### config.mk
export PLATFORM = sky130hd
export DESIGN_NAME = mik_wheel
export DESIGN_NICKNAME = d
export VERILOG_FILES = /design/src/rtl/mik_pkg.sv /design/src/rtl/mik_wheel.sv
export SDC_FILE = /design/constraint.sdc
export NUM_CORES = 1
export LEC_CHECK = 0
export BUFFER_PORTS_ARGS = -buffer_cell sky130_fd_sc_hd__clkbuf_2
export CELL_PAD_IN_SITES_DETAIL_PLACEMENT = 0
export CELL_PAD_IN_SITES_GLOBAL_PLACEMENT = 1
export CORE_UTILIZATION = 55
export DETAILED_ROUTE_END_ITERATION = 6
export PLACE_DENSITY_LB_ADDON = 0.1
export SLEW_MARGIN = 5
export SYNTH_ARGS = -nofsm -noshare
export SYNTH_HDL_FRONTEND = slang
export SYNTH_SLANG_ARGS = --single-unit
export TNS_END_PERCENT = 20
### constraint.sdc
create_clock -name clk -period 15.2 [get_ports clk]
set_clock_uncertainty 0.1 [all_clocks]
set_input_delay 2.28 -clock clk [delete_from_list [all_inputs] [get_ports clk]]
set_output_delay 2.28 -clock clk [all_outputs]
set_load 0.005 [all_outputs]
### src/rtl/mik_pkg.sv
// Shared types, constants and the CORDIC angle table for the mecanum kinematics block.
package mik_pkg;

	localparam int CORDIC_STAGES = 16;
	localparam int CORDIC_MAX = 24;
	localparam int N_CELLS = (CORDIC_STAGES > CORDIC_MAX) ? CORDIC_MAX : CORDIC_STAGES;
	localparam int STAGE_IDX_W = $clog2(CORDIC_MAX);

	// Cells, then gain/lever arm, wheel mix, radius multiply, round and saturate.
	localparam int LATENCY = N_CELLS + 4;

	localparam int VEL_W = 32;
	localparam int ANG_W = 33;
	localparam int MIX_W = 36;
	localparam int SPEED_W = 24;

	localparam logic signed [17:0] INV_GAIN_Q16 = 18'sd39797;
	localparam logic signed [ANG_W-1:0] HALF_TURN = 33'sh0_8000_0000;
	localparam logic signed [SPEED_W-1:0] SPEED_MAX = 24'sh7F_FFFF;
	localparam logic signed [SPEED_W-1:0] SPEED_MIN = 24'sh80_0000;

	typedef enum logic [1:0] {
		CFG_HALF_LEN_X = 2'd0,
		CFG_HALF_LEN_Y = 2'd1,
		CFG_INV_RADIUS = 2'd2
	} cfg_idx_t;

	typedef struct packed {
		logic op;
		logic signed [VEL_W-1:0] x;
		logic signed [VEL_W-1:0] y;
		logic signed [ANG_W-1:0] z;
		logic signed [15:0] wz;
	} vec_t;

	// Arctangent of 2^-i in units of pi/2^31.
	function automatic logic signed [ANG_W-1:0] atan_angle(input logic [STAGE_IDX_W-1:0] idx);
		logic signed [ANG_W-1:0] a;
		case (idx)
			5'd0: a = 33'sd536870912;
			5'd1: a = 33'sd316933405;
			5'd2: a = 33'sd167458907;
			5'd3: a = 33'sd85004756;
			5'd4: a = 33'sd42667331;
			5'd5: a = 33'sd21354465;
			5'd6: a = 33'sd10679838;
			5'd7: a = 33'sd5340245;
			5'd8: a = 33'sd2670163;
			5'd9: a = 33'sd1335087;
			5'd10: a = 33'sd667544;
			5'd11: a = 33'sd333772;
			5'd12: a = 33'sd166886;
			5'd13: a = 33'sd83443;
			5'd14: a = 33'sd41721;
			5'd15: a = 33'sd20860;
			5'd16: a = 33'sd10430;
			5'd17: a = 33'sd5215;
			5'd18: a = 33'sd2607;
			5'd19: a = 33'sd1303;
			5'd20: a = 33'sd651;
			5'd21: a = 33'sd325;
			5'd22: a = 33'sd162;
			5'd23: a = 33'sd81;
			default: a = '0;
		endcase
		return a;
	endfunction

endpackage

### src/rtl/mik_wheel.sv
// One wheel: scale by reciprocal radius, round to Q12.12 and saturate.
module mik_wheel import mik_pkg::*; (
	input  logic clk,
	input  logic signed [MIX_W-1:0] mix,
	input  logic [15:0] inv_radius,
	output logic signed [SPEED_W-1:0] speed,
	output logic sat
);

	localparam int PROD_W = MIX_W + 17;
	localparam int SHR_W = PROD_W - 22;

	logic signed [PROD_W-1:0] prod_s1;
	logic signed [PROD_W-1:0] rnd;
	logic signed [SHR_W-1:0] shr;
	logic signed [SPEED_W-1:0] speed_s2;
	logic sat_s2;
	logic signed [SPEED_W-1:0] speed_n;
	logic sat_n;

	always_ff @(posedge clk) begin
		prod_s1 <= mix * $signed({1'b0, inv_radius});
	end

	assign rnd = prod_s1 + PROD_W'(64'sd2097152);
	assign shr = SHR_W'(rnd >>> 22);

	always_comb begin
		if (shr > SHR_W'(SPEED_MAX)) begin
			speed_n = SPEED_MAX;
			sat_n = 1'b1;
		end else if (shr < SHR_W'(SPEED_MIN)) begin
			speed_n = SPEED_MIN;
			sat_n = 1'b1;
		end else begin
			speed_n = SPEED_W'(shr);
			sat_n = 1'b0;
		end
	end

	always_ff @(posedge clk) begin
		speed_s2 <= speed_n;
		sat_s2 <= sat_n;
	end

	assign speed = speed_s2;
	assign sat = sat_s2;

endmodule

==> reports/metrics.yaml <==
status: "complete, no violations"
cts.repair.resized: 0
start_util: 0.559
worst-slew-pin-transition_ps: 1220
cp.required_ps: 15310
gp_congestion: 0.862
hp-class: "flip-flop to flip-flop"
area_growth_pct: 4.82
clock-sinks: 57
synth.top_cell.area_share: 0.516
cts_setup_buffers: 0
fmax_ghz: 0.103
end_kind: "flip-flop"
critPathLaunch: "inv_radius[2]"
drt_iter0_drc: 674
layout-drive-gt1-share: 0.0527
overflow: 0
avgSynthCellArea_um2: 8.95
numCtsBuffers: 9
path_class: "input port to flip-flop"
synth-main-ff-cell: "dfxtp_1"
vias_per_cell: 5.22
synth_cell_type_count: 53
htreeDepth: 3
rows: 71
relSlewSlack: 0.178
core_um2: 37700
grt_pass1_wl_mm: 87.5
async_flop_share: 0
syn_nets: 3073
ys_ff_latch: 57
drc: 0
synth_area_leaders: "fa_1 52%, inv_1 11%, ha_1 7.4%, nand2_1 7.1%, and2_1 6.1%"
final_util: 0.586
vias: 14900
tns_ps: 0
routed_wl_mm: 51.1
timing.final.hold_violations: 0
post-dp-hpwl_mm: 40.5
dieArea_um2: 39100
clockRootBuffer: "clkbuf_16"
cts.path.max_buffers: 2
r2r_slack_ps: 11890
synthesis.area_um2: 21100
fillers: 3489
insertion_delay_ps: 330
reg2reg_to: "speed[18]"
antenna_found_initial: 1
nNetsFinal: 3069
dieHeight_um: 198
ys_warn_count: 0
slew_viol_final: 0
ios: 78
layout_common_cells: "636 x inv_1, 543 x fa_1, 400 x nand2_1, 204 x and2_1, 124 x ha_1"
period_share: 0.641
cts_hold_buf: 0
antenna_cells: 0
rsz0062_at_grt: "no"
critPathMaxFanout: 36
reg2reg_from: "prod_s1[21]"
min_period_ps: 9740
clk_pin_slew_ps: 60
setup_violations: 0
multi_input_area_um2: 17200
ant_nets: 0
port_buffers: 77
grtUsageTotal: 0.292
final_common_cell: "inv_1"
grt_max_degree: 37
synth_area_leader_cell: "fa_1"
placed_area_um2: 21800
grt_pass1_vias: 17100
worstPathArrival_ps: 9850
synth_edf_count: 0
r2r_cells: 9
wl_per_cell_um: 17.9
syn_inst: 2353
drv_cap: 0
setup.worst_path.end: "prod_s1[44]"
ys_seq_area_frac: 0.0542
die_x_um: 198
dr.pass1.iters: 5
start_kind: "input port"
seqCellArea_um2: 1140
final_cell_area_um2: 22100
cts_tree: "yes"
worst min-delay path by stage:
stage	startpoint	endpoint	slack [ps]	depth (start not counted)
floorplan	prod_s1[38]	speed[16]	400	2
global placement	prod_s1[31]	speed[9]	420	2
detailed placement	prod_s1[31]	speed[9]	430	2
CTS	prod_s1[31]	speed[9]	430	2
global route	prod_s1[30]	speed[8]	500	2
finish	prod_s1[31]	speed[9]	430	2
registers in the layout (all words and copies together), names as in the netlist:
signal	cells
sat	1
speed	24
prod_s1	32
final cells by class:
| class | count | share of cell area |
|---|---|---|
| clock buffer | 9 | 0.0102 |
| clock inverter | 7 | 0.00431 |
| inverter | 636 | 0.108 |
| multi-input combinational | 1560 | 0.777 |
| sequential | 57 | 0.0517 |
| tap | 511 | 0.0290 |
| timing repair buffer | 85 | 0.0202 |
stage by stage:
step	hold WS, ps	std cells	setup WS (ps)
after detailed placement	426	2849	5290
final	428	2865	5460
after floorplan	400	2353	6780
after global routing	495	2865	5180
after CTS	433	2865	5600
after global placement	418	2849	5410
critical path, stage by stage:
cell	delay, ps
clkbuf_2	750
nand2_1	180
fa_1	560
fa_1	600
fa_1	460
fa_1	560
inv_1	50
fa_1	510
fa_1	440
ha_1	300
and4_1	220
o2bb2ai_1	130
o21ai_0	940
a31oi_1	390
o21a_1	320
o31ai_1	770
o211ai_1	190
xor2_1	180
kinds of logic (layout without fill, tap and decap cells):
family,count (synthesis),after routing,synth area share
compound gates,123,123,0.0385
xor+xnor,56,56,0.0233
fa+ha+maj,667,667,0.590
buf+inv,736,737,0.132
flops,57,57,0.0542
mux,1,1,0.000712
simple gates,713,713,0.162
synth_stat cells, drive strengths merged (9+ instances only):
library cell,n
nand3,17
inv,636
xnor2,32
fa,543
nand2,400
and3,13
dfxtp,57
a21o,15
o21ai,39
and2,204
a21oi,29
nand4,12
ha,124
xor2,24
nor2,33
nor2b,9
clkbuf,98
routing by layer:
metal	share of wire	up-vias	global-route usage	wire [µm]
met5	0	-	0	0
met1	0.42	7806	0.377	21500
met4	0.033	0	0.0899	1700
met2	0.50	345	0.509	25500
li1	-	6713	-	-
met3	0.048	83	0.0417	2440
Power is not shown: default switching activity piles up to over one toggle a cycle in this logic, so the estimate is an artifact.
